`config.mk`:
```
export PLATFORM = sky130hd
export DESIGN_NAME = ddpc_cell
export DESIGN_NICKNAME = d
export VERILOG_FILES = /design/src/design/ddpc_pkg.sv /design/src/design/ddpc_cell.sv
export SDC_FILE = /design/constraint.sdc
export NUM_CORES = 1
export LEC_CHECK = 0
export ABC_CLOCK_PERIOD_IN_PS = 6890
export BUFFER_PORTS_ARGS = -buffer_cell sky130_fd_sc_hd__buf_2
export CAP_MARGIN = 20
export CORE_MARGIN = 8
export CORE_UTILIZATION = 56
export CTS_BUF_LIST = sky130_fd_sc_hd__clkbuf_16
export DETAILED_ROUTE_END_ITERATION = 8
export PLACE_DENSITY_LB_ADDON = 0.1
export SLEW_MARGIN = 20
export SYNTH_ARGS = -nofsm -noshare
export SYNTH_HDL_FRONTEND = slang
export SYNTH_SLANG_ARGS = --single-unit
```
`constraint.sdc`:
```
create_clock -name clk -period 6.89 [get_ports clk]
set_input_delay 0.3445 -clock clk [delete_from_list [all_inputs] [get_ports clk]]
set_output_delay 0.3445 -clock clk [all_outputs]
set_load 0.005 [all_outputs]
```
`src/design/ddpc_pkg.sv`:
```
// ----------------------------------------------------------------------------
// ddpc_pkg
// Shared types, widths and tables for the go-to-point drive controller.
// ----------------------------------------------------------------------------
`default_nettype none

package ddpc_pkg;

  localparam int COORD_BITS  = 11;
  localparam int SPEED_LIMIT = 127;

  // datapath widths
  localparam int DW     = COORD_BITS + 1;      // signed delta
  localparam int SQW    = 2 * COORD_BITS + 2;  // dx^2 + dy^2
  localparam int NW     = SQW + 16;            // radicand, Q.16 scaled
  localparam int RTW    = NW / 2;              // root width
  localparam int REMW   = RTW + 2;             // partial remainder
  localparam int NCELL  = RTW;                 // one root bit per cell
  localparam int NCORD  = 16;                  // cordic steps
  localparam int IDXW   = $clog2(NCELL);
  localparam int XW     = DW + 14 + 3;         // cordic x/y
  localparam int ZW     = 26;                  // angle, Q16 degrees
  localparam int SW     = RTW + 18;            // speed term sum, Q16

  localparam logic signed [ZW-1:0] ANG_90_Q16 = ZW'(5898240);

  localparam logic OP_DRIVE = 1'b0;
  localparam logic OP_TURN  = 1'b1;

  localparam int CFG_IDXW = 2;
  localparam logic [CFG_IDXW-1:0] REG_DRIVE_DIST_GAIN = 2'd0;
  localparam logic [CFG_IDXW-1:0] REG_DRIVE_ANG_GAIN  = 2'd1;
  localparam logic [CFG_IDXW-1:0] REG_TURN_ANG_GAIN   = 2'd2;

  // one request as it moves down the cell chain
  typedef struct packed {
    logic                   opcode;
    logic [3:0]             slot;
    logic signed [8:0]      heading;
    logic signed [8:0]      tgt_heading;
    logic                   spec;       // bearing known without cordic
    logic signed [8:0]      spec_val;
    logic signed [XW-1:0]   x;
    logic signed [XW-1:0]   y;
    logic signed [ZW-1:0]   z;
    logic [NW-1:0]          rad;        // radicand, consumed two bits a cell
    logic [REMW-1:0]        rem;
    logic [RTW-1:0]         root;
  } ddpc_item_t;

  // arctangent of 2^-i in Q16 degrees
  function automatic logic [ZW-1:0] atan_q16(input logic [IDXW-1:0] i);
    logic [ZW-1:0] a;
    case (i)
      5'd0:    a = ZW'(2949120);
      5'd1:    a = ZW'(1740967);
      5'd2:    a = ZW'(919879);
      5'd3:    a = ZW'(466945);
      5'd4:    a = ZW'(234379);
      5'd5:    a = ZW'(117304);
      5'd6:    a = ZW'(58666);
      5'd7:    a = ZW'(29335);
      5'd8:    a = ZW'(14668);
      5'd9:    a = ZW'(7334);
      5'd10:   a = ZW'(3667);
      5'd11:   a = ZW'(1833);
      5'd12:   a = ZW'(917);
      5'd13:   a = ZW'(458);
      5'd14:   a = ZW'(229);
      5'd15:   a = ZW'(115);
      default: a = '0;
    endcase
    return a;
  endfunction

endpackage

`default_nettype wire

```
`src/design/ddpc_cell.sv`:
```
// ----------------------------------------------------------------------------
// ddpc_cell
// One chain cell: one square-root digit step and, where idx is below NCORD, one cordic vectoring step.
// ----------------------------------------------------------------------------
`default_nettype none

module ddpc_cell
  import ddpc_pkg::*;
(
  input  wire logic             clk,
  input  wire logic             rst_n,
  input  wire logic             en,
  input  wire logic [IDXW-1:0]  idx,
  input  wire logic             in_valid,
  input  wire ddpc_item_t       in_item,
  output logic                  out_valid,
  output ddpc_item_t            out_item
);

  logic       valid_r;
  ddpc_item_t item_r, item_nxt;

  logic [REMW+1:0]      rem_sh;
  logic [REMW+1:0]      trial;
  logic signed [XW-1:0] xs, ys;

  // digit step and rotation step
  always_comb begin
    item_nxt = in_item;
    rem_sh   = {in_item.rem, in_item.rad[NW-1 -: 2]};
    trial    = {2'b00, in_item.root, 2'b01};
    item_nxt.rad = {in_item.rad[NW-3:0], 2'b00};
    if (rem_sh >= trial) begin
      item_nxt.rem  = REMW'(rem_sh - trial);
      item_nxt.root = {in_item.root[RTW-2:0], 1'b1};
    end else begin
      item_nxt.rem  = REMW'(rem_sh);
      item_nxt.root = {in_item.root[RTW-2:0], 1'b0};
    end
    xs = in_item.x >>> idx;
    ys = in_item.y >>> idx;
    if (idx < IDXW'(NCORD)) begin
      if (!in_item.y[XW-1]) begin
        item_nxt.x = in_item.x + ys;
        item_nxt.y = in_item.y - xs;
        item_nxt.z = in_item.z + signed'(atan_q16(idx));
      end else begin
        item_nxt.x = in_item.x - ys;
        item_nxt.y = in_item.y + xs;
        item_nxt.z = in_item.z - signed'(atan_q16(idx));
      end
    end
  end

  always_ff @(posedge clk) begin
    if (!rst_n) begin
      valid_r <= 1'b0;
    end else if (en) begin
      valid_r <= in_valid;
    end
  end

  always_ff @(posedge clk) begin
    if (en) begin
      item_r <= item_nxt;
    end
  end

  assign out_valid = valid_r;
  assign out_item  = item_r;

endmodule

`default_nettype wire

```
### Word level (Yosys, flattened, before mapping)

Memories as Yosys holds them, arrays and structs flattened.
Cells that the tools add are included.

* input port bits: 208
* memory bits (read-only): 704
* register bits: 198
* logic and storage cells: 35
* memories: 2
* output and inout port bits: 200

* shift-type cells: 2
* add/subtract/negate cells: 7
* order comparisons: 2
* mux-type cells: 9

Memory list
* (name not given): depth 16, bits a word 22, read ports 1, clocked after Yosys merged registers in 0, write ports 0, line ddpc_pkg.sv:54 `case (i)`
* (name not given): depth 16, bits a word 22, read ports 1, clocked after Yosys merged registers in 0, write ports 0, line ddpc_pkg.sv:54

Operator list (count)
* $mux 84: 2
* $mux 26: 6
* $add 29x29->29: 2
* $sshr 29x5->29: 2
* $sub 29x29->29: 2
* $mux 42: 1
* $add 26x26->26: 1
* $sub 26x26->26: 1
* $ge 24x22->1: 1
* $sub 22x22->22: 1
* $lt 5x5->1 const B: 1

### Logic depth before layout (Yosys ltp)

Gate-level depths: netlist of the first run.
An unclocked memory read counts as a cell.

* word-level depth: 7
* gate-level depth with buffers: 28
* depth with buffers taken out: 22

### Least setup slack after synthesis of the first run

No wires, ideal clock.

* path type: input to register
* start: input idx[1]
* end: register item_r (netlist bit out_item[165]) (data pin)
* setup time: 259 ps
* setup slack: 535 ps
* stages: 26
* data arrival time: 6096 ps
* path buffers: 6
* data required time: 6631 ps
* path through: buf_6 buf_12 buf_2 buf_1 mux4_2 a21bo_2 mux2i_1 o221a_2 ha_1 inv_1 or4bb_1 clkbuf_1 nor4_2 nand2_1 a22o_1 a22o_1 ha_1 clkbuf_1 a2111oi_0 a21oi_1 o41ai_1 o2111ai_1 a41oi_1 o31a_1 nor3_2 xnor2_1

RTL lines
* from (decl): line ddpc_cell.sv:13 `input wire logic [IDXW-1:0] idx,`
* to (signal assigned): line ddpc_cell.sv:65 `item_r <= item_nxt;`
* to (decl): line ddpc_cell.sv:21 `ddpc_item_t item_r, item_nxt;`

==> results of run 1 <==
==> state kept, by name, summed over array words and instances (netlist names) <==
register and cells:
out_item 197, out_valid 1
==> cell type report <==
cell class                 instances  area [µm²]
timing repair buffer             455        2435
fill                            2665       10860
clock buffer                      17       425.4
sequential                       198        5936
clock inverter                    15       219.0
antenna                            1       2.502
inverter                          74       277.8
multi-input combinational       1564       11660
tap                              442       553.0
==> synth_stat cells, types with 8 or more instances <==
cell         n  area, µm²
a211oi_1    25      187.7
a21o_1      35      262.8
a21oi_1    106      530.5
a221oi_1     8      70.07
a22oi_1     14      105.1
a311oi_1     9      78.83
a31oi_1     24      150.1
and2_1      16      100.1
and3_1      13      81.33
buf_1       22      82.58
buf_2       14      70.07
clkbuf_1    63      236.5
edfxtp_1   197       5916
ha_1       119       1489
inv_1       70      262.8
mux2_2      37      416.7
mux2i_1     56      560.5
mux4_2      59       1329
nand2_1    206      773.2
nand2b_1    27      168.9
nand3_1     33      165.2
nand4_1     18      112.6
nor2_1     145      544.3
nor2b_1     21      131.4
nor3_1      45      225.2
nor3b_1      8      60.06
nor4_1       9      56.30
o2111ai_1    8      70.07
o211ai_1    14      105.1
o21a_1      23      172.7
o21ai_0    162      810.8
o21bai_1    17      127.6
o31ai_1     14      105.1
or2_2       13      81.33
or3_1        8      50.05
xnor2_1     70      613.1
xor2_1      59      516.8
==> power by group through the flow <==
stage / Combinational [W] / Clock [W] / Sequential (W)
after global placement: 0.00175 / 0 / 0.00157
final: 0.00182 / 0.00110 / 0.00155
after detailed placement: 0.00178 / 0 / 0.00158
after floorplan: 0.00114 / 0 / 0.00160
after CTS: 0.00180 / 0.00112 / 0.00155
after global routing: 0.00198 / 0.00116 / 0.00157
==> cell families after synthesis <==
group | after synthesis | share of synthesized area, %
other cells | 1 | 0.02044
fa+ha+maj | 122 | 8.444
mux | 157 | 13.16
simple gates | 593 | 15.63
flops | 198 | 32.36
compound gates | 561 | 20.13
buf+inv | 181 | 4.092
xor+xnor | 129 | 6.159
==> final timing paths <==
path	slack (ns)	from	cells past startpoint	endpoint
hold reg to reg	0.55	out_valid	2	out_valid
setup reg to reg	6.27	out_valid	2	out_valid
setup / recovery	0.63	idx[0]	21	out_item[136]
hold / removal	0.05	in_item[72]	1	out_item[74]
==> worst max-delay path, cell delays in order <==
cell      delay, ns
buf_4          0.47
buf_4          0.34
mux4_2         0.56
mux4_2         0.51
mux2i_1        0.31
and2_1         0.20
nand4_1        0.15
and3b_1        0.49
a41oi_1        0.21
xnor2_1        0.20
ha_1           0.44
nand2_1        0.10
nor3_1         0.26
nand3_1        0.12
o311ai_0       0.37
buf_4          0.20
a41o_1         0.23
o21ai_0        0.15
a311oi_1       0.46
and4b_1        0.26
nor3_1         0.05
==> per-stage QoR <==
| stage | hold WS (ns) | instances |
|---|---|---|
| 2_1_floorplan | 0.4434 | 1943 |
| 3_3_place_gp | 0.4988 | 2733 |
| 3_5_place_dp | 0.5231 | 2733 |
| 4_1_cts | 0.03564 | 2765 |
| 5_1_grt | 0.02966 | 2766 |
| 6_report | 0.05332 | 2766 |
==> layer usage <==
metal | GRT usage, % | up-vias | routed length (µm)
li1 | - | 8138 | -
met1 | 40.29 | 8347 | 25550
met2 | 54.92 | 931 | 31370
met3 | 6.447 | 156 | 5684
met4 | 14.18 | 4 | 2844
met5 | 0 | - | 21
==> impl_metrics.toml, run 1 <==
[layout]
fin_util_pct = 66.46
num-nets-final = 2640
final_common_cell = "buf_2"
drive_gt1_share_pct = 26.73
areaGrowthSynthToFinish_pct = 17.28
final_area_mm2 = 0.02151
final_cell_mix = "buf_2 (401), nand2_1 (206), edfxtp_1 (197)"

[synth]
syn_avg_cell_area_um2 = 9.446
ys.flop_type = "edfxtp_1"
synthCells = 1942
ys_seq_area_share_pct = 32.36
ys_async_sr_fraction_pct = 0
ys_types = 93
ys_warn_count = 0
netlist_area_mm2 = 0.01834
synth_seq_cells = 198
synth-edff-count = 197

[clocking]
cts_buffers = 17
cts_max_level = 4
clock_latency_ns = 0.45
clockBufferDepth = 2
postCtsResizedCells = 0
ctsRootBufferMaster = "clkbuf_16"
cts_hold_buf = 0
cts_tree = "built"
clock-sinks = 198
postCtsSetupBuffers = 0
path_clk_slew_ns = 0.08

[die]
fp-row-count = 66
die_h_um = 197.0
fp.dieW_um = 197.0
core_mm2 = 0.03237
die_area_mm2 = 0.03881
ios = 408
start_util_pct = 56.67

[run_status]
status = "finished, final reports clean"

[timing]
rsz0062_at_grt = "no"
maxSlewViolCount = 0
final.setup.worst_slack_ns = 0.6275
layout_min_cycle_time_ns = 6.262
max_freq_mhz = 159.7
clock-skew-final_ns = 0
slew_headroom_pct = 34.67
period_share_pct = 90.89
finalSetupViolations = 0
fin_tns_setup_ns = 0
hold_violations = 0
tightest_slew_ns = 0.9800

[power_and_ir_drop]
seqPwrFrac_pct = 34.7
leakagePower_nw = 9.102
p_clk_share_pct = 24.7
p_sw_w = 0.001603
cellPowerDensity_mw_per_mm2 = 207.8
swShare_pct = 35.84
p_total_w = 0.004471
peakVddDrop_uv = 175.2
p_int_w = 0.002868
combPwrFrac_pct = 40.6

[routing]
dr.pass1.iters = 5
vias = 17580
wirelength_um = 65470
vias_per_cell = 6.354
post-route-drc-count = 0
wire_per_inst_um = 23.67
drtAntennaViolNets = 0
drtIter0Drc = 1800

[grt]
antenna_found_initial = 5
grt_pass1_vias = 16680
grt_max_degree = 80
grt_pass1_wl_um = 98520
grt_util_all_layers_pct = 32.61
grt.overflow.total = 0

[setup_path]
cp.arrival_ns = 6.47
critPathLaunchType = "input port"
worst_setup_path_end_kind = "flop"
critPathMaxFanout = 43
crit_required_ns = 7.10
crit_type = "in -> reg"

[place]
dp_hpwl_um = 50940
io_buffers = 405
place_area_mm2 = 0.02087
gp_congestion = 0.9982
dp_slack_ns = 0.2837

[job]
maxCapViolCount = 0

[min_path]
hp-class = "in -> reg"
(Power assumes the default switching activity.)
==> inputs of run 2 (changes only) <==
--- a/config.mk
+++ b/config.mk
@@ -12,7 +12,7 @@
 export CORE_UTILIZATION = 56
 export CTS_BUF_LIST = sky130_fd_sc_hd__clkbuf_16
 export DETAILED_ROUTE_END_ITERATION = 8
-export PLACE_DENSITY_LB_ADDON = 0.1
+export PLACE_DENSITY = 0.78
 export SLEW_MARGIN = 20
 export SYNTH_ARGS = -nofsm -noshare
 export SYNTH_HDL_FRONTEND = slang
==> run 2 against run 1 <==
- combinational power about the same
- sequential share of layout area is essentially flat
- routed wire length grew 4.3%
- hold slack got worse by 0.011 ns
- largest power group unchanged
- non-clock buffer count up 4
- largest cell class unchanged
- core utilization increased by 0.11 points
- maximum frequency up 0.36%
- clock power about the same
- die area stayed put
- sequential power barely moved
- total power is 0.66% higher
==> impl_metrics.toml, run 2 (synthesis gave the netlist of run 1 again) <==
[run_status]
status = "finished, final reports clean"

[timing]
max_freq_mhz = 160.3
period_share_pct = 90.57
layout_min_cycle_time_ns = 6.240
finalSetupViolations = 0
rsz0062_at_grt = "no"
tightest_slew_ns = 1.019
hold_violations = 0
clock-skew-final_ns = 0
holdWs_ns = 0.04211
maxSlewViolCount = 0
slew_headroom_pct = 32.08
fin_tns_setup_ns = 0

[routing]
vias_per_cell = 6.455
dr.pass1.iters = 6
vias = 17930
wl_met1_um = 25380
wl_met3_um = 6047
post-route-drc-count = 0
wire_per_inst_um = 24.59
wirelength_um = 68290
drtAntennaViolNets = 0
drtIter0Drc = 1613
wl_met2_um = 33130
maxUsedRoutingLayer = "met5"

[die]
ios = 408
die_h_um = 197.0
fp.dieW_um = 197.0
fp-row-count = 66
core_mm2 = 0.03237
die_area_mm2 = 0.03881
start_util_pct = 56.67

[power_and_ir_drop]
leakagePower_nw = 9.114
cellPowerDensity_mw_per_mm2 = 208.8
peakVddDrop_uv = 205.2

[setup_path]
crit_required_ns = 7.12
worst_setup_path_end_kind = "flop"
crit_type = "in -> reg"
critPathMaxFanout = 39
r2r_cells = 2
path_depth = 23
cp.arrival_ns = 6.47
timing.critical_path.max_delay_family = "compound AO/OA/AOI/OAI gates"
crit_path_frequent_cell = "buf_4"
path_buf_inv = 4
worst_path_max_delay_cell = "a211oi_1"
worstPathCellList = "buf_4, buf_4, mux4_2, a22oi_1, o21ai_0, a211oi_1, buf_4, and4_1, and3_1, nand2_1, o21bai_1, xnor2_1, ha_1, nand2_1, nor3_1, nand3_1, o311ai_0, buf_4, a41o_1, o21ai_0, a311oi_1, and4b_1, nor3_1"
critPathLaunchType = "input port"
critPathMaxStageDelay_ns = 0.62

[grt]
grt_pass1_vias = 17360
grt_max_degree = 84
grt.overflow.total = 0
grt_util_all_layers_pct = 33.99
grt_pass1_wl_um = 102700
antenna_found_initial = 7

[clocking]
clockBufferDepth = 2
cts_max_level = 4
path_clk_slew_ns = 0.10
ctsRootBufferMaster = "clkbuf_16"
cts_hold_buf = 0
cts_buffers = 17
clock_latency_ns = 0.46
clock-sinks = 198
postCtsSetupBuffers = 0
postCtsResizedCells = 0
cts_tree = "built"

[layout]
drive_gt1_share_pct = 26.90
num-nets-final = 2644
final_area_mm2 = 0.02155
final_cell_mix = "buf_2 (401), nand2_1 (206), edfxtp_1 (197)"
largest_reg_flops = 197
final_common_cell = "buf_2"
areaGrowthSynthToFinish_pct = 17.47

[min_path]
hp-class = "in -> reg"
holdPathStages = 1

[job]
maxCapViolCount = 0

[place]
dp_hpwl_um = 53300
gp_congestion = 0.9956
place_area_mm2 = 0.02090
io_buffers = 405
==> run 2: per-layer routing <==
layer  up-vias  GRT usage (%)
met5         -              0
met4         2          17.41
met3       225          6.822
met2      1030          58.16
met1      8539          40.18
li1       8130              -
==> run 2: metrics by stage <==
stage | worst slack, ns | std cells | total power, W | util (%)
after global routing | 0.2117 | 2772 | 0.004718 | 66.53
final | 0.6501 | 2777 | 0.004500 | 66.57
after detailed placement | 0.3187 | 2737 | 0.003392 | 64.55
after global placement | 0.4445 | 2737 | 0.003354 | 64.55
after CTS | 0.7826 | 2769 | 0.004490 | 66.51
after floorplan | 0.5351 | 1943 | 0.002743 | -
==> run 2: final timing paths <==
path | from | to | slack [ns]
setup / recovery | idx[0] | out_item[136] | 0.65
hold / removal | in_item[68] | out_item[70] | 0.04
setup reg to reg | out_valid | out_valid | 6.29
hold reg to reg | out_valid | out_valid | 0.53
==> run 2: layout make-up <==
class                      count  area [µm²]
inverter                      74       277.8
antenna                        8       20.02
clock inverter                15       207.7
timing repair buffer         459        2465
tap                          442       553.0
fill                        2687       10820
sequential                   198        5936
multi-input combinational   1564       11660
clock buffer                  17       425.4
==> run 2: power by group <==
group          switching (W)  total, W  internal [W]  leakage [nW]
Clock               0.000592   0.00110      0.000508         0.305
Sequential         0.0000376   0.00155       0.00151          1.93
Combinational        0.00108   0.00185      0.000769          6.87
