**src/design/ddpc_pkg.sv**
```systemverilog
// ----------------------------------------------------------------------------
// ddpc_pkg
// Shared types, widths and tables for the go-to-point drive controller.
// ----------------------------------------------------------------------------
`default_nettype none

package ddpc_pkg;

  localparam int COORD_BITS  = 11;
  localparam int SPEED_LIMIT = 127;

  // datapath widths
  localparam int DW     = COORD_BITS + 1;      // signed delta
  localparam int SQW    = 2 * COORD_BITS + 2;  // dx^2 + dy^2
  localparam int NW     = SQW + 16;            // radicand, Q.16 scaled
  localparam int RTW    = NW / 2;              // root width
  localparam int REMW   = RTW + 2;             // partial remainder
  localparam int NCELL  = RTW;                 // one root bit per cell
  localparam int NCORD  = 16;                  // cordic steps
  localparam int IDXW   = $clog2(NCELL);
  localparam int XW     = DW + 14 + 3;         // cordic x/y
  localparam int ZW     = 26;                  // angle, Q16 degrees
  localparam int SW     = RTW + 18;            // speed term sum, Q16

  localparam logic signed [ZW-1:0] ANG_90_Q16 = ZW'(5898240);

  localparam logic OP_DRIVE = 1'b0;
  localparam logic OP_TURN  = 1'b1;

  localparam int CFG_IDXW = 2;
  localparam logic [CFG_IDXW-1:0] REG_DRIVE_DIST_GAIN = 2'd0;
  localparam logic [CFG_IDXW-1:0] REG_DRIVE_ANG_GAIN  = 2'd1;
  localparam logic [CFG_IDXW-1:0] REG_TURN_ANG_GAIN   = 2'd2;

  // one request as it moves down the cell chain
  typedef struct packed {
    logic                   opcode;
    logic [3:0]             slot;
    logic signed [8:0]      heading;
    logic signed [8:0]      tgt_heading;
    logic                   spec;       // bearing known without cordic
    logic signed [8:0]      spec_val;
    logic signed [XW-1:0]   x;
    logic signed [XW-1:0]   y;
    logic signed [ZW-1:0]   z;
    logic [NW-1:0]          rad;        // radicand, consumed two bits a cell
    logic [REMW-1:0]        rem;
    logic [RTW-1:0]         root;
  } ddpc_item_t;

  // arctangent of 2^-i in Q16 degrees
  function automatic logic [ZW-1:0] atan_q16(input logic [IDXW-1:0] i);
    logic [ZW-1:0] a;
    case (i)
      5'd0:    a = ZW'(2949120);
      5'd1:    a = ZW'(1740967);
      5'd2:    a = ZW'(919879);
      5'd3:    a = ZW'(466945);
      5'd4:    a = ZW'(234379);
      5'd5:    a = ZW'(117304);
      5'd6:    a = ZW'(58666);
      5'd7:    a = ZW'(29335);
      5'd8:    a = ZW'(14668);
      5'd9:    a = ZW'(7334);
      5'd10:   a = ZW'(3667);
      5'd11:   a = ZW'(1833);
      5'd12:   a = ZW'(917);
      5'd13:   a = ZW'(458);
      5'd14:   a = ZW'(229);
      5'd15:   a = ZW'(115);
      default: a = '0;
    endcase
    return a;
  endfunction

endpackage

`default_nettype wire

```
**src/design/ddpc_post.sv**
```systemverilog
// ----------------------------------------------------------------------------
// ddpc_post
// Heading error wrap and fold, gain products, sum, truncation and saturation.
// ----------------------------------------------------------------------------
`default_nettype none

module ddpc_post
  import ddpc_pkg::*;
(
  input  wire logic         clk,
  input  wire logic         rst_n,
  input  wire logic         en,
  input  wire logic [15:0]  gain_dist,
  input  wire logic [15:0]  gain_drive_ang,
  input  wire logic [15:0]  gain_turn_ang,
  input  wire logic         in_valid,
  input  wire ddpc_item_t   in_item,
  output logic              out_valid,
  output logic [3:0]        out_slot,
  output logic [7:0]        out_left,
  output logic [7:0]        out_right
);

  // stage 1: error
  logic                    v1_r;
  logic [3:0]              slot1_r;
  logic                    op1_r, rev1_r;
  logic signed [7:0]       err1_r, err1_nxt;
  logic                    rev1_nxt;
  logic [RTW-1:0]          dist1_r;

  logic signed [ZW-1:0]    zneg;
  logic signed [9:0]       bear;
  logic signed [10:0]      e0, e1;

  always_comb begin
    zneg = -in_item.z;
    if (in_item.spec) begin
      bear = 10'(in_item.spec_val);
    end else if (in_item.z[ZW-1]) begin
      bear = -10'(zneg >>> 16);
    end else begin
      bear = 10'(in_item.z >>> 16);
    end
    if (in_item.opcode == OP_TURN) begin
      e0 = 11'(in_item.tgt_heading) - 11'(in_item.heading);
    end else begin
      e0 = 11'(bear) - 11'(in_item.heading);
    end
    if (e0 > 11'sd180) begin
      e1 = e0 - 11'sd360;
    end else if (e0 < -11'sd180) begin
      e1 = e0 + 11'sd360;
    end else begin
      e1 = e0;
    end
    rev1_nxt = 1'b1;
    if (e1 < -11'sd90) begin
      err1_nxt = 8'(e1 + 11'sd180);
    end else if (e1 > 11'sd90) begin
      err1_nxt = 8'(e1 - 11'sd180);
    end else begin
      err1_nxt = 8'(e1);
      rev1_nxt = 1'b0;
    end
  end

  // stage 2: products
  logic                    v2_r;
  logic [3:0]              slot2_r;
  logic                    rev2_r, op2_r;
  logic [RTW+15:0]         dprod2_r;
  logic signed [24:0]      aprod2_r;
  logic [15:0]             ang_gain;

  assign ang_gain = (op1_r == OP_TURN) ? gain_turn_ang : gain_drive_ang;

  // stage 3: sum, truncate, saturate
  logic signed [SW-1:0]    dterm, aterm, sl, sr;
  logic signed [SW-1:0]    ql, qr;
  logic [7:0]              left_nxt, right_nxt;

  function automatic logic signed [SW-1:0] trunc16(input logic signed [SW-1:0] v);
    logic signed [SW-1:0] nv;
    nv = -v;
    return v[SW-1] ? -(nv >>> 16) : (v >>> 16);
  endfunction

  function automatic logic [7:0] sat(input logic signed [SW-1:0] v);
    logic [7:0] r;
    if (v > SW'(SPEED_LIMIT)) begin
      r = 8'(SPEED_LIMIT);
    end else if (v < -SW'(SPEED_LIMIT)) begin
      r = 8'(-SPEED_LIMIT);
    end else begin
      r = v[7:0];
    end
    return r;
  endfunction

  always_comb begin
    if (op2_r == OP_TURN) begin
      dterm = '0;
    end else if (rev2_r) begin
      dterm = -SW'(dprod2_r);
    end else begin
      dterm = SW'(dprod2_r);
    end
    aterm     = SW'(aprod2_r) <<< 8;
    sl        = dterm + aterm;
    sr        = dterm - aterm;
    ql        = trunc16(sl);
    qr        = trunc16(sr);
    left_nxt  = sat(ql);
    right_nxt = sat(qr);
  end

  // valid bits
  always_ff @(posedge clk) begin
    if (!rst_n) begin
      v1_r      <= 1'b0;
      v2_r      <= 1'b0;
      out_valid <= 1'b0;
    end else if (en) begin
      v1_r      <= in_valid;
      v2_r      <= v1_r;
      out_valid <= v2_r;
    end
  end

  // payload
  always_ff @(posedge clk) begin
    if (en) begin
      slot1_r   <= in_item.slot;
      op1_r     <= in_item.opcode;
      rev1_r    <= rev1_nxt;
      err1_r    <= err1_nxt;
      dist1_r   <= in_item.root;
      slot2_r   <= slot1_r;
      op2_r     <= op1_r;
      rev2_r    <= rev1_r;
      dprod2_r  <= gain_dist * dist1_r;
      aprod2_r  <= signed'({1'b0, ang_gain}) * err1_r;
      out_slot  <= slot2_r;
      out_left  <= left_nxt;
      out_right <= right_nxt;
    end
  end

endmodule

`default_nettype wire

```
**config.mk**
```make
export PLATFORM = sky130hd
export DESIGN_NAME = ddpc_post
export DESIGN_NICKNAME = d
export VERILOG_FILES = /design/src/design/ddpc_pkg.sv /design/src/design/ddpc_post.sv
export SDC_FILE = /design/constraint.sdc
export NUM_CORES = 2
export LEC_CHECK = 0
export BUFFER_PORTS_ARGS = -buffer_cell sky130_fd_sc_hd__buf_2
export CAP_MARGIN = 20
export CORE_UTILIZATION = 45
export CTS_CLUSTER_DIAMETER = 50
export DETAILED_ROUTE_END_ITERATION = 12
export PLACE_DENSITY = 0.64
export SYNTH_ARGS = -nofsm -noshare
export SYNTH_HDL_FRONTEND = slang
export SYNTH_SLANG_ARGS = --single-unit
```
**constraint.sdc**
```tcl
create_clock -name clk -period 17.7 [get_ports clk]
set_clock_uncertainty 0.15 [all_clocks]
set_input_delay 0 -clock clk [delete_from_list [all_inputs] [get_ports clk]]
set_output_delay 0 -clock clk [all_outputs]
set_load 0.05 [all_outputs]
```
# Word-level counts from Yosys, hierarchy flattened
# Cells that the tools add are included.
word_totals:
  register_bits: 124
  in_bits: 251
  output_inout_bits: 21
  wordCells: 60
classes:
  addsub: 15
  mul: 2
  order_cmp: 8
  muxes: 15
  reduce_logical: 2
ops:
  columns: ["op", "n"]
  rows:
  - ["38-bit 2-to-1 mux", 4]
  - ["38-bit by 8-bit > comparator with 1-bit output, second input constant", 2]
  - ["38-bit by 8-bit less-than comparator with 1-bit output, second input constant", 2]
  - ["22-bit negation with 38-bit output", 2]
  - ["38-bit negation", 2]
  - ["38-bit by 33-bit adder with 38-bit output", 1]
  - ["36-bit negation with 38-bit output", 1]
  - ["38-bit by 33-bit subtractor with 38-bit output", 1]
  - ["16-bit by 20-bit multiplier with 36-bit output", 1]
  - ["11-bit 2-to-1 mux", 3]
  - ["8-bit 2-to-1 mux", 4]
  - ["26-bit negation", 1]
  - ["17-bit by 8-bit multiplier with 25-bit output", 1]
  - ["10-bit 2-to-1 mux", 2]
  - ["16-bit 2-to-1 mux", 1]
  - ["11-bit by 10-bit adder with 11-bit output, second input constant", 1]
  - ["11-bit by 8-bit > comparator with 1-bit output, second input constant", 1]
  - ["11-bit by 9-bit > comparator with 1-bit output, second input constant", 1]
  - ["11-bit by 8-bit less-than comparator with 1-bit output, second input constant", 1]
  - ["11-bit by 9-bit less-than comparator with 1-bit output, second input constant", 1]
  - ["10-bit by 9-bit subtractor with 11-bit output", 1]
  - ["11-bit by 10-bit subtractor with 11-bit output, second input constant", 1]
  - ["10-bit negation", 1]
  - ["9-bit by 9-bit subtractor with 10-bit output", 1]
  - ["other kinds (4)", 5]

# Longest topological paths before layout
logic_depth:
  word_depth: 12
  mapped_depth: 33
  mapped_depth_nobuf: 32

# Worst setup path after synthesis
# Ideal clock, no wire load.
synth_timing:
  path_type: "register to register"
  start: "register rev2_r"
  end: "register out_left[0] (data pin)"
  setup_ps: 265
  t_arrival_ps: 7247
  required_time_ps: 17285
  slack_ps: 10038
  path_stages_with_launch: 33
  path_buffers: 4
  period_less_slack_ps: 7662
  path_cell_list: "edfxtp_1 clkbuf_1 clkbuf_1 clkbuf_1 nand2_1 xor2_1 or2_2 inv_1 ha_1 inv_1 fa_1 o21bai_1 maj3_1 xor2_1 or4_1 a211oi_1 and2_1 clkbuf_1 nand2_1 xor2_1 ha_1 inv_1 a41oi_1 nor4b_1 nand3_1 a21o_1 or3b_2 a21oi_1 o2bb2ai_1 or4_4 o41ai_2 a21oi_2 nand3b_1"
synth_between:
  elab_chain_cells: 8
  elab_cells_between_ends: 9
  classes_between: "add/sub: 3; order compare: 2; mux: 3; reduce/logical: 1"
synth_rtl:
  columns: ["item", "line", "text"]
  rows:
  - ["from (decl)", "ddpc_post.sv:71", "logic rev2_r, op2_r;"]
  - ["from (signal assigned)", "ddpc_post.sv:141", "rev2_r <= rev1_r;"]
  - ["38-bit 2-to-1 mux *", "ddpc_post.sv:104", "end else if (rev2_r) begin"]
  - ["38-bit 2-to-1 mux *", "ddpc_post.sv:102", "if (op2_r == OP_TURN) begin"]
  - ["38-bit by 33-bit adder with 38-bit output *", "ddpc_post.sv:110", "sl = dterm + aterm;"]
  - ["38-bit negation", "ddpc_post.sv:85", "nv = -v;"]
  - ["22-bit negation with 38-bit output", "ddpc_post.sv:86", "return v[SW-1] ? -(nv >>> 16) : (v >>> 16);"]
  - ["38-bit 2-to-1 mux *", "ddpc_post.sv:86", null]
  - ["38-bit by 8-bit > comparator with 1-bit output / 38-bit by 8-bit less-than comparator with 1-bit output (equally long branches)", "ddpc_post.sv:91, ddpc_post.sv:93", null]
  - ["2-bit OR reduction (no source line)", null, null]
  - ["to (signal assigned)", "ddpc_post.sv:145", "out_left <= left_nxt;"]
  - ["to (decl)", "ddpc_post.sv:20", "output logic [7:0] out_left,"]
# Every way passes the cells marked *; elsewhere a longest branch is shown, timed or not.
# A chain may end at the register's enable or synchronous reset.

# Worst setup path in the final report
layout_timing:
  start: "register dprod2_r[1]"
  end: "register out_left[0] (data pin)"
layout_between:
  elab_chain_cells: 9
  elab_cells_between_ends: 10
  classes_between: "add/sub: 4; order compare: 2; mux: 3; reduce/logical: 1"
layout_rtl:
  columns: ["item", "line", "text"]
  rows:
  - ["from (decl)", "ddpc_post.sv:72", "logic [RTW+15:0] dprod2_r;"]
  - ["from (signal assigned)", "ddpc_post.sv:142", "dprod2_r <= gain_dist * dist1_r;"]
  - ["36-bit negation with 38-bit output", "ddpc_post.sv:105", "dterm = -SW'(dprod2_r);"]
  - ["38-bit 2-to-1 mux *", "ddpc_post.sv:104", null]
  - ["38-bit 2-to-1 mux *", "ddpc_post.sv:102", null]
  - ["38-bit by 33-bit adder with 38-bit output *", "ddpc_post.sv:110", null]
  - ["38-bit negation", "ddpc_post.sv:85", null]
  - ["22-bit negation with 38-bit output", "ddpc_post.sv:86", null]
  - ["38-bit 2-to-1 mux *", "ddpc_post.sv:86", null]
  - ["38-bit by 8-bit > comparator with 1-bit output / 38-bit by 8-bit less-than comparator with 1-bit output (equally long branches)", "ddpc_post.sv:91, ddpc_post.sv:93", null]
  - ["2-bit OR reduction (no source line)", null, null]
# Marked as above.

==> summary.md <==
| Metric | Value |
|---|---|
| Outcome | complete, no violations |
| M3 GR Usage | 3.124% |
| RR Startpoint | dprod2_r[1] |
| Global placement routability congestion | 0.9324 |
| CP peak stage delay | 0.70 ns |
| Mapped Cells | 3,195 |
| Io pins | 272 |
| Layout cells sized above 1 | 8.442% |
| Vias post-DR | 22,630 |
| Overall Global Routing Usage | 22.61% |
| CP required | 17.76 ns |
| Unique masters post-synth | 110 |
| EDFF count, synth | 121 |
| Post-CTS Setup Inserts | 0 |
| Syn Area/Cell | 8.581 µm² |
| DRC | 0 |
| Full die area | 61,920 µm² |
| Largest net degree at the start of global routing | 75 |
| Syn nets | 4,028 |
| Total congestion overflow | 0 |
| RSZ-0062 raised after global routing | no |
| Clock Tree Buf Depth | 2 |
| Slew Limit Fails | 0 |
| Worst Setup End Kind | flip-flop |
| Post-DP HPWL | 54,570 µm |
| Diode count | 0 |
| First-pass GRT wire length | 113,700 µm |
| Remaining antenna violation count | 0 |
| H-tree levels | 4 |
| Ranking of synthesized cells by area | fa_1 25%, edfxtp_1 13%, ha_1 11%, inv_1 6.4%, nand2_1 5.0% |
| Critical Setup Path Class | flip-flop to flip-flop |
| Warnings from Yosys | 0 |
| HP Class | input pin to flip-flop |
| Clock buffer count from CTS | 17 |
| WL per Instance | 16.80 µm |
| Asr flop ratio synth | 0% |
| Critical Path Slowest Stage Cell | nor4b_1 |
| Post-CTS Resized | 0 |
| Starting Density | 45.51% |
| Primary FF master, synth | edfxtp_1 |
| Final Setup Violations | 0 |
| Area Overhead vs Synth | 8.356% |
| I/O Buffers | 151 |
| Max Freq | 116.2 MHz |
| Sequential fraction of the synthesis area | 13.47% |
| Sink Count | 124 |
| Skew-Pair Late Insertion Delay | 0.47 ns |
| Startpoint types | flip-flop |
| Most used routing layer | met2 |
| Slew at the pin closest to its max-slew limit | 1.086 ns |
| Core Area | 60,250 µm² |
| CTS tree | done |
| Slew margin rel. | 27.06% |
| Hold Crit Start | gain_turn_ang[0] |
| Minimum clock period | 8.604 ns |
| Hold-fix buffers, CTS | 32 |
| Leading area contributor after synthesis | fa_1 |
| MaxCap Viol Count | 0 |
| Final hold vios | 0 |
| CP Data Arrival Time | 8.66 ns |
| Die Y | 248.8 µm |
| CTS clk-pin slew, worst paths | 0.06 ns |
| Synthesized cell area | 27,420 µm² |
| Vias per cell | 5.538 |
| Die X-Extent | 248.8 µm |
| Bufs and invs on worst path | 2 |
| Seq cells post-synth | 124 |
| CP Launch Point | dprod2_r[1] |
| Routed wire length | 68,660 µm |
| Top delay family on crit path | simple AND/OR/NAND/NOR gates |
| 1st-pass router iterations | 6 |
| Worst Path Max Fanout | 8 |
| Antenna violations before repair | 0 |
| TNS Setup | 0 ns |
| Fin nets | 4,125 |
| Vias in the first global route | 22,500 |
| Fin crit share | 48.61% |
| Root Driver | clkbuf_16 |
| Met1 Use GR | 29.76% |
| DRT iter0 DRCs | 1,339 |
| Row cnt | 90 |
| Fillers | 5,741 |
| GRT met2 Usage | 38.79% |
| Share of the synthesized area in the top cell type | 24.75% |
-- tightest hold or removal path, cell delays in order --
cell and delay (ns):
buf_2 0.07, mux2i_1 0.22, nor2b_1 0.20
-- state kept, by name (all words and copies together) (netlist names) --
name and flops:
aprod2_r 25, dist1_r 20, dprod2_r 36, err1_r 8
op1_r 1, op2_r 1, out_left 8, out_right 8
out_slot 4, out_valid 1, rev1_r 1, rev2_r 1
slot1_r 4, slot2_r 4, v1_r 1, v2_r 1
-- cells in the mapped netlist, drive strengths merged, types with 24 or more instances --
cell      n
and3     27
edfxtp  121
xnor2   117
nor3     69
a21o     37
or3      35
xor2     63
nor4     30
o21ai   102
clkbuf  104
fa      339
a31oi    24
nand2b   35
a21oi   119
inv     469
nand2   367
nand4    34
nand3    55
ha      243
nor2b    62
o31ai    26
and2    171
or2      26
nor2    164
o21a     27
-- layout by cell type (no fill, tap or decap), types with 13 or more instances in the layout --
cell	instances
a21oi_1	118
or2_2	25
nor4_1	27
nor3_1	67
o31ai_1	25
a31oi_1	22
a21boi_0	19
and2_1	170
clkbuf_16	17
fa_1	339
mux2i_1	21
o211ai_1	17
edfxtp_1	121
nor3b_1	13
nand4_1	32
o21ai_0	89
nand3_1	55
and3_1	27
xnor2_1	116
inv_1	469
xor2_1	63
nor2b_1	62
nand2b_1	35
buf_2	150
nor2_1	162
a211oi_1	19
o21a_1	27
dlygate4sd3_1	32
a21o_1	37
ha_1	243
mux2_2	16
nand2_1	367
or3_1	34
-- path summary, 6_finish.rpt --
| check | to | slack (ns) | cells past startpoint |
|---|---|---|---|
| worst max-delay path | out_left[0] | 9.10 | 29 |
| worst min-delay path | aprod2_r[0] | 0.002 | 3 |
| worst max register to register | out_left[0] | 9.10 | 29 |
| worst min register to register | out_slot[0] | 0.27 | 0 |
-- cell families after synthesis --
| kind of cell | after synthesis | synth area share [%] |
|---|---|---|
| AOI/OAI and AO/OA | 528 | 13.30 |
| DFF | 124 | 13.47 |
| xor gates and xnor gates | 180 | 5.778 |
| adders and majority gates | 591 | 36.18 |
| muxes | 37 | 1.424 |
| and+or+nand+nor | 1147 | 21.70 |
| buffers and inverters | 588 | 8.137 |
-- metal layers --
metal | part of all wire (%) | up-vias
met4 | 2.1 | 0
met5 | 0 | -
li1 | - | 10920
met2 | 48 | 574
met3 | 4.8 | 98
met1 | 45 | 11040
-- area by class of cell --
cell class / count / area, µm² / area share [%]
Sequential cell: 124 / 3694 / 12.43
Multi-Input combinational cell: 2483 / 21490 / 72.35
Tap cell: 782 / 978.4 / 3.294
Timing Repair Buffer: 193 / 1157 / 3.896
Clock inverter: 13 / 167.7 / 0.5644
Clock buffer: 19 / 442.9 / 1.491
Inverter: 473 / 1775 / 5.976
-- through the flow --
step	hold WS [ns]	setup slack [ns]	utilization [%]	cells	instance area, µm²
CTS	0.002481	9.124	49.31	4087	29710
finish	0.001670	9.096	49.31	4087	29710
global placement	0.02680	9.199	47.77	4023	28780
floorplan	-0.05113	10.04	-	3195	27420
detailed placement	0.02822	9.174	47.77	4023	28780
global route	0.04191	8.292	49.31	4087	29710
Power is not shown: default switching activity piles up to over one toggle a cycle in this logic, so the estimate is an artifact.
